===== src/sv/vddr_pkg.sv =====
// Shared types, widths and result codes for the vertex dedup / index remap block.
`default_nettype none

package vddr_pkg;

    // Default capacity of the unique vertex ring
    localparam int unsigned MAX_VERTICES_DEF = 256;

    // Original-position map depth and field widths
    localparam int unsigned MAP_DEPTH = 256;
    localparam int unsigned IDX_W     = 8;
    localparam int unsigned CNT_W     = 9;
    localparam int unsigned FLT_W     = 32;
    localparam int unsigned N_FIELDS  = 8;

    // Item kinds
    localparam logic KIND_VERTEX = 1'b0;
    localparam logic KIND_INDEX  = 1'b1;

    // Result status codes
    localparam logic [1:0] ST_OK         = 2'd0;
    localparam logic [1:0] ST_FULL       = 2'd1;
    localparam logic [1:0] ST_NOT_LOADED = 2'd2;

    // One vertex, pos_x in the lowest bits
    typedef struct packed {
        logic [FLT_W-1:0] tex_v;
        logic [FLT_W-1:0] tex_u;
        logic [FLT_W-1:0] nor_z;
        logic [FLT_W-1:0] nor_y;
        logic [FLT_W-1:0] nor_x;
        logic [FLT_W-1:0] pos_z;
        logic [FLT_W-1:0] pos_y;
        logic [FLT_W-1:0] pos_x;
    } vertex_t;

endpackage

`default_nettype wire


===== src/sv/vddr_cell.sv =====
// One ring cell: holds one unique vertex and passes it to its neighbor on shift.
`default_nettype none

module vddr_cell (
    input  wire logic              aclk,
    input  wire logic              shift_en,
    input  wire logic              load_en,
    input  wire vddr_pkg::vertex_t load_data,
    input  wire vddr_pkg::vertex_t nb_data,
    output vddr_pkg::vertex_t      cell_data
);
    import vddr_pkg::*;

    vertex_t data_reg;

    // Shift in the neighbor's vertex, or a new unique when loading
    always_ff @(posedge aclk) begin
        if (shift_en) begin
            data_reg <= load_en ? load_data : nb_data;
        end
    end

    assign cell_data = data_reg;

endmodule

`default_nettype wire


===== config.mk =====
export PLATFORM = sky130hd
export DESIGN_NAME = vddr_cell
export DESIGN_NICKNAME = d
export VERILOG_FILES = /design/src/sv/vddr_pkg.sv /design/src/sv/vddr_cell.sv
export SDC_FILE = /design/constraint.sdc
export NUM_CORES = 1
export LEC_CHECK = 0
export BUFFER_PORTS_ARGS = -buffer_cell sky130_fd_sc_hd__buf_2
export CAP_MARGIN = 20
export CORE_AREA = 2 2 301 303
export CTS_CLUSTER_SIZE = 24
export DETAILED_ROUTE_END_ITERATION = 8
export DIE_AREA = 0 0 303 305
export GPL_TIMING_DRIVEN = 0
export PLACE_DENSITY = 0.44
export SETUP_SLACK_MARGIN = 0.5
export SLEW_MARGIN = 20
export SYNTH_ARGS = -nofsm -noshare
export SYNTH_HDL_FRONTEND = slang
export SYNTH_SLANG_ARGS = --single-unit
export TNS_END_PERCENT = 20

===== constraint.sdc =====
create_clock -name aclk -period 2.5 [get_ports aclk]
set_input_delay 0.625 -clock aclk [delete_from_list [all_inputs] [get_ports aclk]]
set_output_delay 0.625 -clock aclk [all_outputs]
set_load 0.01 [all_outputs]

==> load_flow_metrics.sql, run 1 <==
INSERT INTO impl_metrics (metric_group, metric, value, unit) VALUES
('timing', 'timing.final.crit_period', '1790', 'ps'),
('route', 'postRouteWirelength', '40.2', 'mm'),
('timing', 'slew_headroom', '59.4', '%'),
('route', 'average_wire_per_standard_cell', '15.8', 'µm'),
('synth', 'synthesis.area_per_instance', '20.1', 'µm²'),
('route', 'vias_per_cell', '3.18', ''),
('setup_path', 'critical-path-top-delay-family', 'flip-flops', ''),
('cts', 'post_cts_resize_count', '0', ''),
('global_route', 'antenna_violations_before_repair', '4', ''),
('timing', 'setup_repair_after_global_routing_missed_its_margin', 'false', ''),
('cts', 'clockRootBuffer', 'sky130_fd_sc_hd__clkbuf_16', ''),
('synth', 'yosysWarnings', '0', ''),
('cts', 'cts.reportedPaths.clkPinSlew', '60', 'ps'),
('global_route', 'pin_count_of_the_biggest_net_entering_global_routing', '94', ''),
('global_route', 'grt_pass1_vias', '8511', ''),
('power_and_ir_drop', 'p_leak', '7.25', 'nW'),
('finish', 'layout_common_cells', 'sky130_fd_sc_hd__buf_2, sky130_fd_sc_hd__mux2_2, sky130_fd_sc_hd__edfxtp_1, sky130_fd_sc_hd__clkbuf_16, sky130_fd_sc_hd__buf_6', ''),
('finish', 'layout-area-overhead-vs-synth', '59.3', '%'),
('synth', 'netlist_instances', '540', ''),
('placement', 'place_congestion', '0.852', ''),
('route', 'antenna_left', '0', ''),
('finish', 'largest_register_ff_count', '256', ''),
('synth', 'synth.ff_latch_count', '256', ''),
('floorplan', 'core_region_area', '89300', 'µm²'),
('timing', 'timing_worst_slew_pin_value', '609', 'ps'),
('setup_path', 'critical_path.n_buffers_inverters', '1', ''),
('cts', 'tritoncts', 'done', ''),
('floorplan', 'pin_count', '771', ''),
('cts', 'clk_path_buf_depth', '3', ''),
('cts', 'cts_hold_buf', '0', ''),
('floorplan', 'design.die.area', '92400', 'µm²'),
('placement', 'dp_hpwl', '32.3', 'mm'),
('global_route', 'global_route.usage.met3', '2.11', '%'),
('global_route', 'top_usage_layer', 'met2', ''),
('floorplan', 'die_w', '303', 'µm'),
('setup_path', 'cp_max_fo', '1', ''),
('global_route', 'first_pass_grt_wire_length', '54.4', 'mm'),
('setup_path', 'startpoint_type', 'flop', ''),
('finish', 'layout_commonest_cell', 'sky130_fd_sc_hd__buf_2', ''),
('setup_path', 'cpMaxStageDelayCell', 'sky130_fd_sc_hd__edfxtp_1', ''),
('placement', 'placed_cell_area', '16300', 'µm²'),
('timing', 'fmax', '559', 'MHz'),
('timing', 'final-setup-viol-count', '0', ''),
('floorplan', 'placement_rows', '110', ''),
('finish', 'layout-drive-gt1-share', '80.3', '%'),
('global_route', 'met1_usage', '8.34', '%'),
('setup_path', 'critical_path_class', 'reg -> out', ''),
('run', 'maxCapViolCount', '0', ''),
('synth', 'netlist-cell-type-count', '5', ''),
('finish', 'stdcell_area', '17300', 'µm²'),
('cts', 'cts_max_level', '2', ''),
('synth', 'syn-num-nets', '1055', ''),
('finish', 'num-nets-final', '1862', ''),
('placement', 'port-buffer-count', '769', ''),
('route', 'drt_drc', '37', ''),
('global_route', 'globalRouteTotalUtil', '8.05', '%'),
('synth', 'ys_seq_area_share', '70.7', '%'),
('route', 'drt-initial-drc-count', '366', ''),
('global_route', 'grt_util_met2', '15.1', '%'),
('timing', 'fin_crit_sh', '71.6', '%'),
('synth', 'post_synth_instance_area', '10900', 'µm²'),
('timing', 'fin_max_slew_vios', '0', ''),
('outcome', 'violations', 'design-rule violations', ''),
('floorplan', 'start_util', '12.2', '%'),
('setup_path', 'timing.critical_path.cells', 'buf_2', ''),
('floorplan', 'die_h', '305', 'µm'),
('worst_hold_path', 'hp-class', 'in -> reg', ''),
('global_route', 'grt.overflow.total', '0', ''),
('power_and_ir_drop', 'power.ir.vdd_worst', '0.378', 'mV'),
('timing', 'post_route_setup_tns', '0', 'ps'),
('timing', 'final-hold-violation-count', '0', ''),
('setup_path', 'critPathArrivalTime', '1160', 'ps'),
('power_and_ir_drop', 'power_per_cell_area', '678', 'nW/µm²'),
('outcome', 'outcome', 'finished with violations', ''),
('route', 'detailroute.via_count', '8097', ''),
('route', 'dr.pass1.iters', '6', ''),
('cts', 'postCtsSetupRepairBufs', '0', ''),
('setup_path', 'worst_ep_required_time', '1880', 'ps'),
('cts', 'numCtsBuffers', '34', ''),
('setup_path', 'timing.critical_path.to_type', 'output pin', ''),
('finish', 'finalCoreUtilization', '19.4', '%'),
('setup_path', 'worst_path_largest_cell_delay', '450', 'ps'),
('cts', 'count_of_clock_tree_sinks', '256', '');
[area by class of cell]
cell class,count,area (µm²)
fillers,9724,72000
flip-flops and latches,256,7690
repair buffers,771,3910
multi-input cells,256,2880
well taps,1176,1470
clock buffers,46,960
plain buffers,28,305
clock inverters,11,100
diodes,3,7.51
[Yosys cell counts]
cell type	instances	area [µm²]
sky130_fd_sc_hd__buf_6	26	293
sky130_fd_sc_hd__mux2_2	256	2880
sky130_fd_sc_hd__buf_4	1	7.51
sky130_fd_sc_hd__buf_2	1	5.00
sky130_fd_sc_hd__edfxtp_1	256	7690
[through the flow]
| step | std cells | power (mW) | hold slack, ps | worst slack (ps) |
|---|---|---|---|---|
| finish | 2547 | 11.8 | 390 | 711 |
| global route | 2547 | 12.3 | 352 | 646 |
| CTS | 2544 | 12.1 | 334 | 624 |
| detailed placement | 2487 | 7.11 | 928 | 454 |
| global placement | 2485 | 7.13 | 928 | -3040 |
| floorplan | 540 | 6.05 | 737 | 994 |
[routing by layer]
layer,share of wire [%],up-vias
met5,0,-
met3,8.0,63
li1,-,3759
met1,36,3863
met2,53,412
met4,3.2,0
[power by group]
group          internal [mW]  leakage, nW  total, mW  switching [mW]
logic                  0.868         4.22       1.68           0.812
clock network           2.88        0.521       4.77            1.89
registers               5.20         2.51       5.30           0.106
total                   8.94         7.25       11.8            2.81
[path summary, 6_finish.rpt]
kind	from	end	slack, ps	cells past startpoint
min	load_data[135]	cell_data[135]	390	2
max	cell_data[217]	cell_data[217]	710	1
[cells by family after synthesis]
family,Yosys count,synth area share (%)
mux,256,26.5
flops,256,70.7
buf+inv,28,2.81
No activity file was read; power rests on OpenSTA's default activity.
==> run 2: changes to the inputs <==
--- a/config.mk
+++ b/config.mk
@@ -7,10 +7,10 @@
 export LEC_CHECK = 0
 export BUFFER_PORTS_ARGS = -buffer_cell sky130_fd_sc_hd__buf_2
 export CAP_MARGIN = 20
-export CORE_AREA = 2 2 301 303
+export CORE_AREA = 2 2 298 300
 export CTS_CLUSTER_SIZE = 24
 export DETAILED_ROUTE_END_ITERATION = 8
-export DIE_AREA = 0 0 303 305
+export DIE_AREA = 0 0 300 302
 export GPL_TIMING_DRIVEN = 0
 export PLACE_DENSITY = 0.44
 export SETUP_SLACK_MARGIN = 0.5
==> constraint.sdc (replaced) <==
create_clock -name aclk -period 1.75 [get_ports aclk]
set_input_delay 0.4375 -clock aclk [delete_from_list [all_inputs] [get_ports aclk]]
set_output_delay 0.4375 -clock aclk [all_outputs]
set_load 0.01 [all_outputs]
==> load_flow_metrics.sql, run 2 (synthesis gave the netlist of run 1 again) <==
INSERT INTO impl_metrics (metric_group, metric, value, unit) VALUES
('outcome', 'outcome', 'completed', ''),
('floorplan', 'die_h', '302', 'µm'),
('timing', 'fin_crit_sh', '92.0', '%'),
('placement', 'placement.setup.worst_slack', '-159', 'ps'),
('finish', 'layout-drive-gt1-share', '80.3', '%'),
('placement', 'dp_hpwl', '33.9', 'mm'),
('worst_hold_path', 'min_delay_path_depth', '2', ''),
('finish', 'layout-area-overhead-vs-synth', '60.7', '%'),
('timing', 'hold_ws', '195', 'ps'),
('floorplan', 'die_w', '300', 'µm'),
('cts', 'cts_max_level', '2', ''),
('route', 'antenna_left', '0', ''),
('timing', 'post_route_setup_tns', '0', 'ps'),
('floorplan', 'placement_rows', '109', ''),
('setup_path', 'timing.critical_path.to_type', 'output pin', ''),
('route', 'vias_per_cell', '3.19', ''),
('power_and_ir_drop', 'power.ir.vdd_worst', '0.653', 'mV'),
('power_and_ir_drop', 'power', '16.8', 'mW'),
('route', 'drt-initial-drc-count', '329', ''),
('finish', 'n_fill_cell', '9528', ''),
('setup_path', 'worst_ep_required_time', '1310', 'ps'),
('finish', 'layout_commonest_cell', 'sky130_fd_sc_hd__buf_2', ''),
('run', 'maxCapViolCount', '0', ''),
('setup_path', 'cp_max_fo', '1', ''),
('timing', 'slew_headroom', '55.2', '%'),
('floorplan', 'core_region_area', '87600', 'µm²'),
('global_route', 'grt.overflow.total', '0', ''),
('worst_hold_path', 'hold_path.startpoint', 'load_data[153]', ''),
('cts', 'clk_path_buf_depth', '3', ''),
('placement', 'dp.cells', '2476', ''),
('setup_path', 'critical_path_class', 'reg -> out', ''),
('finish', 'stdcell_count', '2537', ''),
('setup_path', 'startpoint_type', 'flop', ''),
('floorplan', 'start_util', '12.4', '%'),
('cts', 'count_of_clock_tree_sinks', '256', ''),
('worst_hold_path', 'worst_hold_path.endpoint', 'cell_data[153]', ''),
('global_route', 'first_pass_grt_wire_length', '56.8', 'mm'),
('setup_path', 'timing.critical_path.cells', 'buf_2', ''),
('setup_path', 'cpMaxStageDelayCell', 'sky130_fd_sc_hd__edfxtp_1', ''),
('finish', 'layout_common_cells', 'sky130_fd_sc_hd__buf_2, sky130_fd_sc_hd__mux2_2, sky130_fd_sc_hd__edfxtp_1, sky130_fd_sc_hd__buf_6, sky130_fd_sc_hd__clkbuf_16', ''),
('route', 'dr.pass1.iters', '4', ''),
('cts', 'cts.reportedPaths.clkPinSlew', '60', 'ps'),
('cts', 'clockRootBuffer', 'sky130_fd_sc_hd__clkbuf_16', ''),
('timing', 'timing_worst_slew_pin_value', '672', 'ps'),
('cts', 'numCtsBuffers', '34', ''),
('timing', 'setup_repair_after_global_routing_missed_its_margin', 'true', ''),
('global_route', 'pin_count_of_the_biggest_net_entering_global_routing', '95', ''),
('finish', 'num-nets-final', '1862', ''),
('global_route', 'grt_pass1_vias', '8633', ''),
('power_and_ir_drop', 'p_leak', '7.29', 'nW'),
('global_route', 'globalRouteTotalUtil', '8.63', '%'),
('timing', 'final-setup-viol-count', '0', ''),
('route', 'drt_drc', '0', ''),
('route', 'postRouteWirelength', '42.4', 'mm'),
('power_and_ir_drop', 'power_per_cell_area', '961', 'nW/µm²'),
('floorplan', 'pin_count', '771', ''),
('cts', 'cts_hold_buf', '0', ''),
('timing', 'timing.final.crit_period', '1610', 'ps'),
('setup_path', 'critPathArrivalTime', '1170', 'ps'),
('floorplan', 'design.die.area', '90600', 'µm²'),
('finish', 'largest_register_ff_count', '256', ''),
('cts', 'postCtsSetupRepairBufs', '0', ''),
('global_route', 'antenna_violations_before_repair', '6', ''),
('cts', 'tritoncts', 'done', ''),
('setup_path', 'critical_path.n_buffers_inverters', '1', ''),
('timing', 'fin_max_slew_vios', '0', ''),
('cts', 'post_cts_resize_count', '24', ''),
('route', 'detailroute.via_count', '8105', ''),
('timing', 'final-hold-violation-count', '0', ''),
('timing', 'fmax', '621', 'MHz'),
('placement', 'port-buffer-count', '769', ''),
('timing', 'fin_ws', '139', 'ps'),
('worst_hold_path', 'hp-class', 'in -> reg', ''),
('setup_path', 'worst_path_largest_cell_delay', '460', 'ps'),
('route', 'average_wire_per_standard_cell', '16.7', 'µm'),
('setup_path', 'critical-path-top-delay-family', 'flip-flops', ''),
('placement', 'place_congestion', '0.858', '');
## run 2: area by class of cell
cell class / instances / area (µm²) / share of cell area (%)
flip-flops and latches: 256 / 7690 / 44.0
repair buffers: 771 / 4070 / 23.3
multi-input cells: 256 / 2880 / 16.5
well taps: 1165 / 1460 / 8.34
clock buffers: 44 / 910 / 5.21
plain buffers: 28 / 335 / 1.92
clock inverters: 14 / 123 / 0.702
diodes: 3 / 7.51 / 0.0430
## run 2: per-layer routing
layer  routed length (µm)  GRT usage, %
met4                 1730          4.12
met1                14900          8.71
met2                21500          15.6
met3                 4200          3.32
met5                   13             0
## run 2: worst max path at each step
stage               cells past startpoint             end           start
floorplan                               3  cell_data[100]         load_en
global placement                        1   cell_data[91]        shift_en
detailed placement                      2   cell_data[88]        shift_en
CTS                                     1  cell_data[111]  cell_data[111]
global route                            1  cell_data[111]  cell_data[111]
finish                                  1  cell_data[111]  cell_data[111]
## run 2: power breakdown
part	total [mW]	switching, mW	internal, mW	leakage, nW
Sequential	7.59	0.161	7.42	2.51
Combinational	2.49	1.18	1.31	4.29
Clock	6.71	2.76	3.95	0.499
## run 2: per-stage QoR
step,cell area (µm²),util (%)
after floorplan,10900,-
after global placement,16200,18.5
after detailed placement,16300,18.6
after CTS,17400,19.9
after global routing,17500,20.0
final,17500,20.0
