==> src/sv/vddr_pkg.sv <==
// Shared types, widths and result codes for the vertex dedup / index remap block.
`default_nettype none

package vddr_pkg;

    // Default capacity of the unique vertex ring
    localparam int unsigned MAX_VERTICES_DEF = 256;

    // Original-position map depth and field widths
    localparam int unsigned MAP_DEPTH = 256;
    localparam int unsigned IDX_W     = 8;
    localparam int unsigned CNT_W     = 9;
    localparam int unsigned FLT_W     = 32;
    localparam int unsigned N_FIELDS  = 8;

    // Item kinds
    localparam logic KIND_VERTEX = 1'b0;
    localparam logic KIND_INDEX  = 1'b1;

    // Result status codes
    localparam logic [1:0] ST_OK         = 2'd0;
    localparam logic [1:0] ST_FULL       = 2'd1;
    localparam logic [1:0] ST_NOT_LOADED = 2'd2;

    // One vertex, pos_x in the lowest bits
    typedef struct packed {
        logic [FLT_W-1:0] tex_v;
        logic [FLT_W-1:0] tex_u;
        logic [FLT_W-1:0] nor_z;
        logic [FLT_W-1:0] nor_y;
        logic [FLT_W-1:0] nor_x;
        logic [FLT_W-1:0] pos_z;
        logic [FLT_W-1:0] pos_y;
        logic [FLT_W-1:0] pos_x;
    } vertex_t;

endpackage

`default_nettype wire

==> src/sv/vddr_cmp.sv <==
// Head comparator: IEEE single equality on all eight fields of two vertices.
`default_nettype none

module vddr_cmp (
    input  wire vddr_pkg::vertex_t stored,
    input  wire vddr_pkg::vertex_t probe,
    output logic                   match
);
    import vddr_pkg::*;

    logic [N_FIELDS-1:0][FLT_W-1:0] stored_f;
    logic [N_FIELDS-1:0][FLT_W-1:0] probe_f;
    logic [N_FIELDS-1:0]            field_eq;

    function automatic logic is_nan(input logic [FLT_W-1:0] a);
        return (&a[30:23]) && (|a[22:0]);
    endfunction

    // +0 equals -0, NaN equals nothing
    function automatic logic flt_eq(input logic [FLT_W-1:0] a, input logic [FLT_W-1:0] b);
        logic [FLT_W-1:0] ab;
        ab = a | b;
        if (is_nan(a) || is_nan(b)) begin
            return 1'b0;
        end
        return (a == b) || (ab[30:0] == '0);
    endfunction

    assign stored_f = stored;
    assign probe_f  = probe;

    // Per-field compares are independent
    always_comb begin
        for (int k = 0; k < N_FIELDS; k++) begin
            field_eq[k] = flt_eq(stored_f[k], probe_f[k]);
        end
    end

    assign match = &field_eq;

endmodule

`default_nettype wire

==> config.mk <==
export PLATFORM = sky130hd
export DESIGN_NAME = vddr_cmp
export DESIGN_NICKNAME = d
export VERILOG_FILES = /design/src/sv/vddr_pkg.sv /design/src/sv/vddr_cmp.sv
export SDC_FILE = /design/constraint.sdc
export NUM_CORES = 1
export LEC_CHECK = 0
export BUFFER_PORTS_ARGS = -buffer_cell sky130_fd_sc_hd__buf_2
export CORE_AREA = 3 3 199 201
export DETAILED_ROUTE_END_ITERATION = 7
export DIE_AREA = 0 0 202 204
export PLACE_DENSITY = 0.5
export SYNTH_ARGS = -nofsm -noshare
export SYNTH_HDL_FRONTEND = slang
export SYNTH_SLANG_ARGS = --single-unit
==> constraint.sdc <==
create_clock -name vclk -period 3.4
set_clock_uncertainty 0.2 [all_clocks]
set_input_delay 0.34 -clock vclk [all_inputs]
set_output_delay 0.34 -clock vclk [all_outputs]
set_load 0.05 [all_outputs]
==> results of run 1 <==
-- per-layer routing --
layer / routed length (um) / up-vias / global-route usage
met5: 81 / - / 0
li1: - / 4828 / -
met1: 16250 / 4479 / 0.2146
met4: 631 / 12 / 0.02616
met3: 1999 / 46 / 0.02277
met2: 19650 / 303 / 0.3311
-- through the flow --
stage	TNS, ns	area (um2)	instances
final	0	10550	2165
after global placement	-0.1423	10530	2162
after global routing	0	10550	2164
after detailed placement	-0.08988	10530	2162
after CTS	0	10540	2162
after floorplan	0	7297	1136
-- worst max-delay path by stage --
stage	slack, ns	cells past startpoint	end
floorplan	0.92	8	match
global placement	-0.14	10	match
detailed placement	-0.09	10	match
CTS	0.11	8	match
global route	0.02	8	match
finish	0.27	8	match
-- where the power goes --
part,switching [mW],internal (mW),leakage (nW)
logic,0.500,0.430,6.80
registers,0,0,0
clock network,0,0.000000118,0.0000190
total,0.500,0.430,6.80
-- cell usage in the layout (no fill, tap or decap) --
master / Yosys / final
o21ai_0: 7 / 6
diode_2: 0 / 3
xnor2_1: 8 / 8
buf_4: 0 / 2
nand3_1: 16 / 16
ha_1: 248 / 248
nor2_1: 16 / 16
buf_12: 0 / 1
nand4_1: 116 / 116
o21ai_1: 9 / 10
and3_1: 1 / 1
a21oi_1: 8 / 8
buf_2: 0 / 512
nor4_1: 147 / 145
nor4_2: 8 / 10
inv_1: 496 / 496
nand2_1: 24 / 24
nor3_1: 32 / 32
-- cells by family (layout without fill, tap and decap cells) --
family,count (synthesis),count (layout),synth area share
buffers and inverters,496,1011,0.2551
AND/OR/NAND/NOR,360,360,0.2936
other,0,3,0
XOR/XNOR,8,8,0.009603
AO/OA/AOI/OAI,24,24,0.01646
adder cells (fa/ha/maj),248,248,0.4252
-- layout make-up --
| cell class | instances | area [um2] | area share |
|---|---|---|---|
| multi-input combinational | 640 | 5448 | 0.5162 |
| inverter | 496 | 1862 | 0.1764 |
| antenna | 3 | 7.507 | 0.0007113 |
| timing repair buffer | 515 | 2597 | 0.2461 |
| tap | 511 | 639.4 | 0.06058 |
-- worst max-delay path, stage by stage --
cell     delay, ns
buf_2         0.13
nor4_1        0.52
nand4_1       0.16
o21ai_1       0.38
nand4_1       0.21
nor4_1        0.30
and3_1        0.36
buf_12        0.18
-- timing repair --
item / 4_1_cts / 5_1_grt
hold buffers: 0 / 0
endpoints found under the setup margin: 1 / 1
resized for setup: 1 / 2
==> impl_table.tex, run 1 <==
\begin{tabular}{lr}
\hline
Metric & Value \\
\hline
\multicolumn{2}{l}{\textbf{Yosys}} \\
\quad Sequential cell area fraction in the yosys report & 0 \\
\quad Proportion of netlist area held by the largest area contributor & 0.4252 \\
\quad Syn\_nets & 1896 \\
\quad Mapped Area & 0.007297 mm2 \\
\quad Most repeated cell in the gate-level netlist after synthesis & inv\_1 \\
\quad Syn Inst Count & 1136 \\
\quad Average cell area after synthesis & 6.423 um2 \\
\quad Leading cell types by total area after synthesis & ha\_1 43\%, inv\_1 26\%, nor4\_1 13\%, nand4\_1 9.9\%, nor3\_1 2.2\% \\
\quad Yosys warnings & 0 \\
\quad Library cell with the largest summed area after synthesis & ha\_1 \\
\quad Most common library cells after synthesis & 496 x inv\_1, 248 x ha\_1, 147 x nor4\_1 \\
\quad Count of distinct cell types in the synthesized netlist & 14 \\
\multicolumn{2}{l}{\textbf{Placed design}} \\
\quad Placer's final routability congestion estimate & 0.9771 \\
\quad HPWL after detailed placement & 37430 um \\
\quad Place WS & -0.08988 ns \\
\quad PortBufs & 513 \\
\multicolumn{2}{l}{\textbf{STA}} \\
\quad RSZ-0062 raised after global routing & no \\
\quad Post-route worst hold slack & 1.322 ns \\
\quad Setup-violating endpoint count in the final report & 0 \\
\quad Number of max-slew violations in the final report & 0 \\
\quad Transition time of the tightest slew-check pin & 0.6290 ns \\
\quad Post-route minimum period & 3.133 ns \\
\quad Number of hold-slack violations in the final timing report & 0 \\
\quad Final Cycle Share & 0.9214 \\
\quad Normalized max-slew margin & 0.5762 \\
\quad Achievable Freq & 319.2 MHz \\
\quad Least setup slack across all paths after layout & 0.2671 ns \\
\multicolumn{2}{l}{\textbf{Drt}} \\
\quad Per-cell via count in the routed design & 4.466 \\
\quad WL per Instance & 17.84 um \\
\quad Total via count in the routed design & 9668 \\
\quad DRC marker count from the first detailed-route iteration & 405 \\
\quad DRC violation count after routing & 0 \\
\quad Total routed wirelength & 38620 um \\
\quad Drt first pass iters & 5 \\
\quad Post-route antenna net violation count & 0 \\
\multicolumn{2}{l}{\textbf{Cells and area}} \\
\quad Share of final-layout standard cells stronger than drive strength 1 & 0.3180 \\
\quad Filler instances & 4294 \\
\quad Clock buffer count in the final layout & 0 \\
\quad Sequential cells & 0 \\
\quad P\&R area growth vs syn & 44.63\% \\
\quad Total Nets Final & 2413 \\
\quad Utilization of the core after routing & 0.2795 \\
\quad Area taken by flip-flops and latches & 0 um2 \\
\multicolumn{2}{l}{\textbf{Worst setup path}} \\
\quad Data arrival at the endpoint of the critical path & 2.59 ns \\
\quad Critical Path Source & stored[85] \\
\quad Critical-path maximum fanout & 2 \\
\quad Data required time at the worst endpoint & 2.86 ns \\
\quad Category of the worst setup path launch point & input port \\
\quad Sort of element at the end of the critical path & output port \\
\quad CP Class & in2out \\
\multicolumn{2}{l}{\textbf{Global route}} \\
\quad Number of antenna violations at the first check in global routing & 8 \\
\quad Total congestion overflow & 0 \\
\quad Overall track demand over capacity in global routing & 0.1749 \\
\quad Wire length of the first global-routing pass & 56480 um \\
\quad Maximum number of pins on one net before global-route repair & 3 \\
\quad Vias in the first global route & 10220 \\
\multicolumn{2}{l}{\textbf{Worst hold path}} \\
\quad Hold wc startpoint & stored[128] \\
\quad Worst hold stages & 8 \\
\quad Hold Path Sink & match \\
\quad Kind of path behind the tightest hold check & in2out \\
\multicolumn{2}{l}{\textbf{Run}} \\
\quad Reported max-cap violation count & 0 \\
\multicolumn{2}{l}{\textbf{Die}} \\
\quad Floorplan core area & 0.03776 mm2 \\
\quad I/O pin count & 513 \\
\quad Initial core utilization & 0.1933 \\
\quad Die Area & 0.04121 mm2 \\
\quad Floorplan die width & 202 um \\
\quad Rows & 71 \\
\quad Floorplan die height & 204 um \\
\multicolumn{2}{l}{\textbf{Clock network}} \\
\quad Buffers inserted by post-CTS timing repair & 0 \\
\multicolumn{2}{l}{\textbf{Power}} \\
\quad Sum of internal, switching and leakage power & 0.9302 mW \\
\quad Cell area power density & 88.14 mW/mm2 \\
\quad Maximum VDD drop & 30.40 uV \\
\quad Leakage Power & 6.802 nW \\
\multicolumn{2}{l}{\textbf{Run status}} \\
\quad Outcome & completed \\
\hline
\end{tabular}
No activity file was read; power rests on OpenSTA's default activity.
==> run 2, diff against run 1 <==
PLACE_DENSITY = 0.51   (was 0.5)
==> impl_table.tex, run 2 (synthesized netlist as in run 1, its figures left out) <==
\begin{tabular}{lr}
\hline
Metric & Value \\
\hline
\multicolumn{2}{l}{\textbf{Run status}} \\
\quad Outcome & completed \\
\multicolumn{2}{l}{\textbf{Placed design}} \\
\quad Place WS & -0.1984 ns \\
\quad PortBufs & 513 \\
\quad HPWL after detailed placement & 38400 um \\
\quad Placer's final routability congestion estimate & 0.9849 \\
\multicolumn{2}{l}{\textbf{Worst hold path}} \\
\quad Kind of path behind the tightest hold check & in2out \\
\quad Hold wc startpoint & probe[138] \\
\quad Hold Path Sink & match \\
\quad Worst hold stages & 8 \\
\multicolumn{2}{l}{\textbf{Global route}} \\
\quad Maximum number of pins on one net before global-route repair & 3 \\
\quad Busiest layer in global routing & met2 \\
\quad Global-route track usage on met2 & 0.3243 \\
\quad Overall track demand over capacity in global routing & 0.1796 \\
\quad Wire length of the first global-routing pass & 57730 um \\
\quad Global routing met3 resource utilization & 0.02723 \\
\quad Number of antenna violations at the first check in global routing & 10 \\
\quad Met1 Track Usage GR & 0.2255 \\
\quad Total congestion overflow & 0 \\
\quad Vias in the first global route & 10380 \\
\multicolumn{2}{l}{\textbf{Cells and area}} \\
\quad Commonest non-fill, non-tap cells in the layout & 512 x buf\_2, 496 x inv\_1, 248 x ha\_1 \\
\quad Area taken by flip-flops and latches & 0 um2 \\
\quad Multi-input gate area in the final layout & 0.005449 mm2 \\
\quad Sequential cells & 0 \\
\quad Filler instances & 4334 \\
\quad Clock buffer count in the final layout & 0 \\
\quad Total Nets Final & 2421 \\
\quad Share of final-layout standard cells stronger than drive strength 1 & 0.3219 \\
\quad Commonest non-fill, non-tap cell in the layout & buf\_2 \\
\quad P\&R area growth vs syn & 45.58\% \\
\multicolumn{2}{l}{\textbf{Worst setup path}} \\
\quad Critical-path maximum fanout & 2 \\
\quad Data arrival at the endpoint of the critical path & 2.60 ns \\
\quad Cells along the critical path & buf\_2 -> inv\_1 -> ha\_1 -> nor4\_1 -> nand4\_1 -> nor3\_1 -> a21oi\_1 -> nor4\_2 -> and3\_2 -> buf\_12 \\
\quad CP Class & in2out \\
\quad Category of the worst setup path launch point & input port \\
\quad Critical path buffers and inverters & 3 \\
\quad Largest stage delay on the critical path & 0.42 ns \\
\quad Stages on the worst setup path & 10 \\
\quad Data required time at the worst endpoint & 2.86 ns \\
\quad Sort of element at the end of the critical path & output port \\
\quad Master of the slowest instance on the critical path & nor4\_1 \\
\quad Top Family by Delay on Critical Path & simple AND/OR/NAND/NOR gates \\
\multicolumn{2}{l}{\textbf{Drt}} \\
\quad WL per Instance & 18.22 um \\
\quad Post-route antenna net violation count & 0 \\
\quad Per-cell via count in the routed design & 4.511 \\
\quad DRC marker count from the first detailed-route iteration & 400 \\
\quad Drt first pass iters & 5 \\
\quad DRC violation count after routing & 0 \\
\quad Total routed wirelength & 39650 um \\
\quad Total via count in the routed design & 9816 \\
\multicolumn{2}{l}{\textbf{Power}} \\
\quad Power share of the combinational group & 1.000 \\
\quad Relative contribution of sequential cells to total power & 0 \\
\quad Maximum VDD drop & 33.16 uV \\
\quad Cell area power density & 88.74 mW/mm2 \\
\quad Clock power frac & 0 \\
\quad Internal power & 0.4322 mW \\
\quad Switching part of the total & 0.5415 \\
\quad Sum of internal, switching and leakage power & 0.9426 mW \\
\quad Leakage Power & 6.842 nW \\
\quad P\_sw & 0.5104 mW \\
\multicolumn{2}{l}{\textbf{Clock network}} \\
\quad Total of hold buffers inserted after clock tree synthesis & 0 \\
\multicolumn{2}{l}{\textbf{Die}} \\
\quad Initial core utilization & 0.1933 \\
\quad I/O pin count & 513 \\
\quad Floorplan die height & 204 um \\
\quad Die Area & 0.04121 mm2 \\
\quad Floorplan die width & 202 um \\
\quad Floorplan core area & 0.03776 mm2 \\
\quad Rows & 71 \\
\multicolumn{2}{l}{\textbf{Run}} \\
\quad Reported max-cap violation count & 0 \\
\multicolumn{2}{l}{\textbf{STA}} \\
\quad Achievable Freq & 318.9 MHz \\
\quad Number of hold-slack violations in the final timing report & 0 \\
\quad Setup-violating endpoint count in the final report & 0 \\
\quad RSZ-0062 raised after global routing & no \\
\quad Post-route worst hold slack & 1.290 ns \\
\quad Number of max-slew violations in the final report & 0 \\
\quad Final Cycle Share & 0.9224 \\
\quad Least setup slack across all paths after layout & 0.2638 ns \\
\quad Normalized max-slew margin & 0.6001 \\
\quad Post-route minimum period & 3.136 ns \\
\quad Transition time of the tightest slew-check pin & 0.5936 ns \\
\hline
\end{tabular}
## run 2: per-layer routing
metal	routed length (um)	up-vias
met1	16900	4550
met5	58	-
met4	865	8
met2	19420	360
li1	-	4844
met3	2403	54
## run 2: stage by stage
step	cells	instance area, um2	TNS, ns	utilization
2_1_floorplan	1136	7297	0	-
3_3_place_gp	2170	10590	-0.2220	0.2806
3_5_place_dp	2170	10590	-0.1984	0.2806
4_1_cts	2170	10600	0	0.2808
5_1_grt	2175	10620	0	0.2813
6_report	2176	10620	0	0.2814
## run 2: repair_timing
item	4_1_cts	5_1_grt
endpoints found under the setup margin	1	1
endpoints found under the hold margin	0	0
buffers inserted	0	0
resized for setup	1	2
## run 2: worst max path at each step
stage                startpoint    end
floorplan            stored[33]  match
global placement     stored[23]  match
detailed placement  stored[177]  match
CTS                 stored[177]  match
global route         stored[69]  match
finish              stored[161]  match
## run 2: area by class of cell
| type | instances | area share |
|---|---|---|
| multi-input cells | 640 | 0.5130 |
| repair buffers | 523 | 0.2502 |
| inverters | 496 | 0.1753 |
| well taps | 511 | 0.06019 |
| diodes | 6 | 0.001413 |
## run 2: power by group through the flow
stage / registers, mW / clock network (mW) / logic (mW)
2_1_floorplan: 0 / 0 / 0.371
5_1_grt: 0 / 0.000000197 / 1.08
3_5_place_dp: 0 / 0 / 0.942
6_report: 0 / 0.000000237 / 0.943
4_1_cts: 0 / 0 / 0.949
3_3_place_gp: 0 / 0 / 0.937
==> run 3, diff against run 2 <==
==> constraint.sdc (replaced) <==
create_clock -name vclk -period 3.4
set_clock_uncertainty 0.2 [all_clocks]
set_input_delay 0.17 -clock vclk [all_inputs]
set_output_delay 0.17 -clock vclk [all_outputs]
set_load 0.05 [all_outputs]
==> impl_table.tex, run 3 (synthesized netlist as in run 1, its figures left out) <==
\begin{tabular}{lr}
\hline
Metric & Value \\
\hline
\multicolumn{2}{l}{\textbf{Worst setup path}} \\
\quad Sort of element at the end of the critical path & output port \\
\quad Critical-path maximum fanout & 2 \\
\quad Data arrival at the endpoint of the critical path & 2.63 ns \\
\quad Data required time at the worst endpoint & 3.03 ns \\
\quad CP Class & in2out \\
\quad Category of the worst setup path launch point & input port \\
\multicolumn{2}{l}{\textbf{Worst hold path}} \\
\quad Hold wc startpoint & stored[139] \\
\quad Worst hold stages & 8 \\
\quad Kind of path behind the tightest hold check & in2out \\
\quad Hold Path Sink & match \\
\multicolumn{2}{l}{\textbf{Die}} \\
\quad Rows & 71 \\
\quad I/O pin count & 513 \\
\quad Initial core utilization & 0.1933 \\
\quad Die Area & 0.04121 mm2 \\
\quad Floorplan die height & 204 um \\
\quad Floorplan core area & 0.03776 mm2 \\
\quad Floorplan die width & 202 um \\
\multicolumn{2}{l}{\textbf{STA}} \\
\quad Least setup slack across all paths after layout & 0.3990 ns \\
\quad Number of hold-slack violations in the final timing report & 0 \\
\quad Post-route worst hold slack & 0.9655 ns \\
\quad Final Cycle Share & 0.8827 \\
\quad Setup-violating endpoint count in the final report & 0 \\
\quad RSZ-0062 raised after global routing & no \\
\quad Number of max-slew violations in the final report & 0 \\
\quad Normalized max-slew margin & 0.6292 \\
\quad Transition time of the tightest slew-check pin & 0.5511 ns \\
\quad Post-route minimum period & 3.001 ns \\
\quad Achievable Freq & 333.2 MHz \\
\quad Total Negative Setup Slacks & 0 ns \\
\multicolumn{2}{l}{\textbf{Power}} \\
\quad Maximum VDD drop & 38.56 uV \\
\quad Sum of internal, switching and leakage power & 0.9340 mW \\
\quad Cell area power density & 88.50 mW/mm2 \\
\quad Leakage Power & 6.805 nW \\
\multicolumn{2}{l}{\textbf{Drt}} \\
\quad WL per Instance & 17.99 um \\
\quad Drt first pass iters & 5 \\
\quad Per-cell via count in the routed design & 4.451 \\
\quad DRC violation count after routing & 0 \\
\quad DRC marker count from the first detailed-route iteration & 451 \\
\quad Post-route antenna net violation count & 0 \\
\quad Total via count in the routed design & 9677 \\
\quad Total routed wirelength & 39110 um \\
\multicolumn{2}{l}{\textbf{Cells and area}} \\
\quad Share of final-layout standard cells stronger than drive strength 1 & 0.3172 \\
\quad P\&R area growth vs syn & 44.63\% \\
\quad Post-Layout Inst Area & 0.01055 mm2 \\
\quad Sequential cells & 0 \\
\quad Utilization of the core after routing & 0.2795 \\
\quad Commonest non-fill, non-tap cell in the layout & buf\_2 \\
\quad Commonest non-fill, non-tap cells in the layout & 513 x buf\_2, 496 x inv\_1, 248 x ha\_1 \\
\quad Total Nets Final & 2414 \\
\quad Clock buffer count in the final layout & 0 \\
\quad Area taken by flip-flops and latches & 0 um2 \\
\quad Final Non-Filler Cells & 2174 \\
\multicolumn{2}{l}{\textbf{Global route}} \\
\quad Number of antenna violations at the first check in global routing & 14 \\
\quad Vias in the first global route & 10280 \\
\quad Total congestion overflow & 0 \\
\quad Wire length of the first global-routing pass & 57240 um \\
\quad Overall track demand over capacity in global routing & 0.1780 \\
\quad Maximum number of pins on one net before global-route repair & 3 \\
\multicolumn{2}{l}{\textbf{Clock network}} \\
\quad Buffers inserted by post-CTS timing repair & 0 \\
\quad Number of resized instances in the post-cts repair step & 0 \\
\quad Total of hold buffers inserted after clock tree synthesis & 0 \\
\multicolumn{2}{l}{\textbf{Placed design}} \\
\quad Placer's final routability congestion estimate & 1.002 \\
\quad HPWL after detailed placement & 37910 um \\
\quad Place WS & 0.1412 ns \\
\quad Total placed instance area & 0.01053 mm2 \\
\quad \# placed instances & 2163 \\
\quad PortBufs & 513 \\
\multicolumn{2}{l}{\textbf{Run status}} \\
\quad Outcome & completed \\
\multicolumn{2}{l}{\textbf{Run}} \\
\quad Reported max-cap violation count & 0 \\
\hline
\end{tabular}
-- run 3: metal layers --
layer  up-vias  part of all wire  track usage
met2       359              0.48       0.3128
met4         6             0.026      0.04685
met3        58             0.056      0.02309
li1       4840                 -            -
met5         -           0.00095            0
met1      4414              0.43       0.2297
-- run 3: worst max-delay path by stage --
| stage | startpoint | end | slack, ns | cells after the start |
|---|---|---|---|---|
| 2_1_floorplan | stored[33] | match | 1.26 | 8 |
| 3_3_place_gp | probe[69] | match | 0.16 | 10 |
| 3_5_place_dp | probe[69] | match | 0.14 | 10 |
| 4_1_cts | probe[69] | match | 0.14 | 10 |
| 5_1_grt | stored[69] | match | 0.09 | 10 |
| 6_report | probe[69] | match | 0.40 | 10 |
-- run 3: worst max-delay path: stages --
cell and delay (ns):
buf_2 0.11, inv_1 0.04, ha_1 0.26, nor4_1 0.50, nand4_1 0.17, nor3_1 0.21
a21oi_1 0.10, nor4_1 0.36, and3_1 0.38, buf_2 0.32
-- run 3: layout make-up --
class / count / area [um2]
antenna: 11 / 27.53
fill: 4325 / 27200
inverter: 496 / 1862
multi-input combinational: 640 / 5435
tap: 511 / 639.4
timing repair buffer: 516 / 2590
-- run 3: where the power goes --
group          leakage, nW  internal (mW)  switching (mW)
Clock            0.0000697    0.000000434               0
Combinational         6.81          0.429           0.505
Sequential               0              0               0
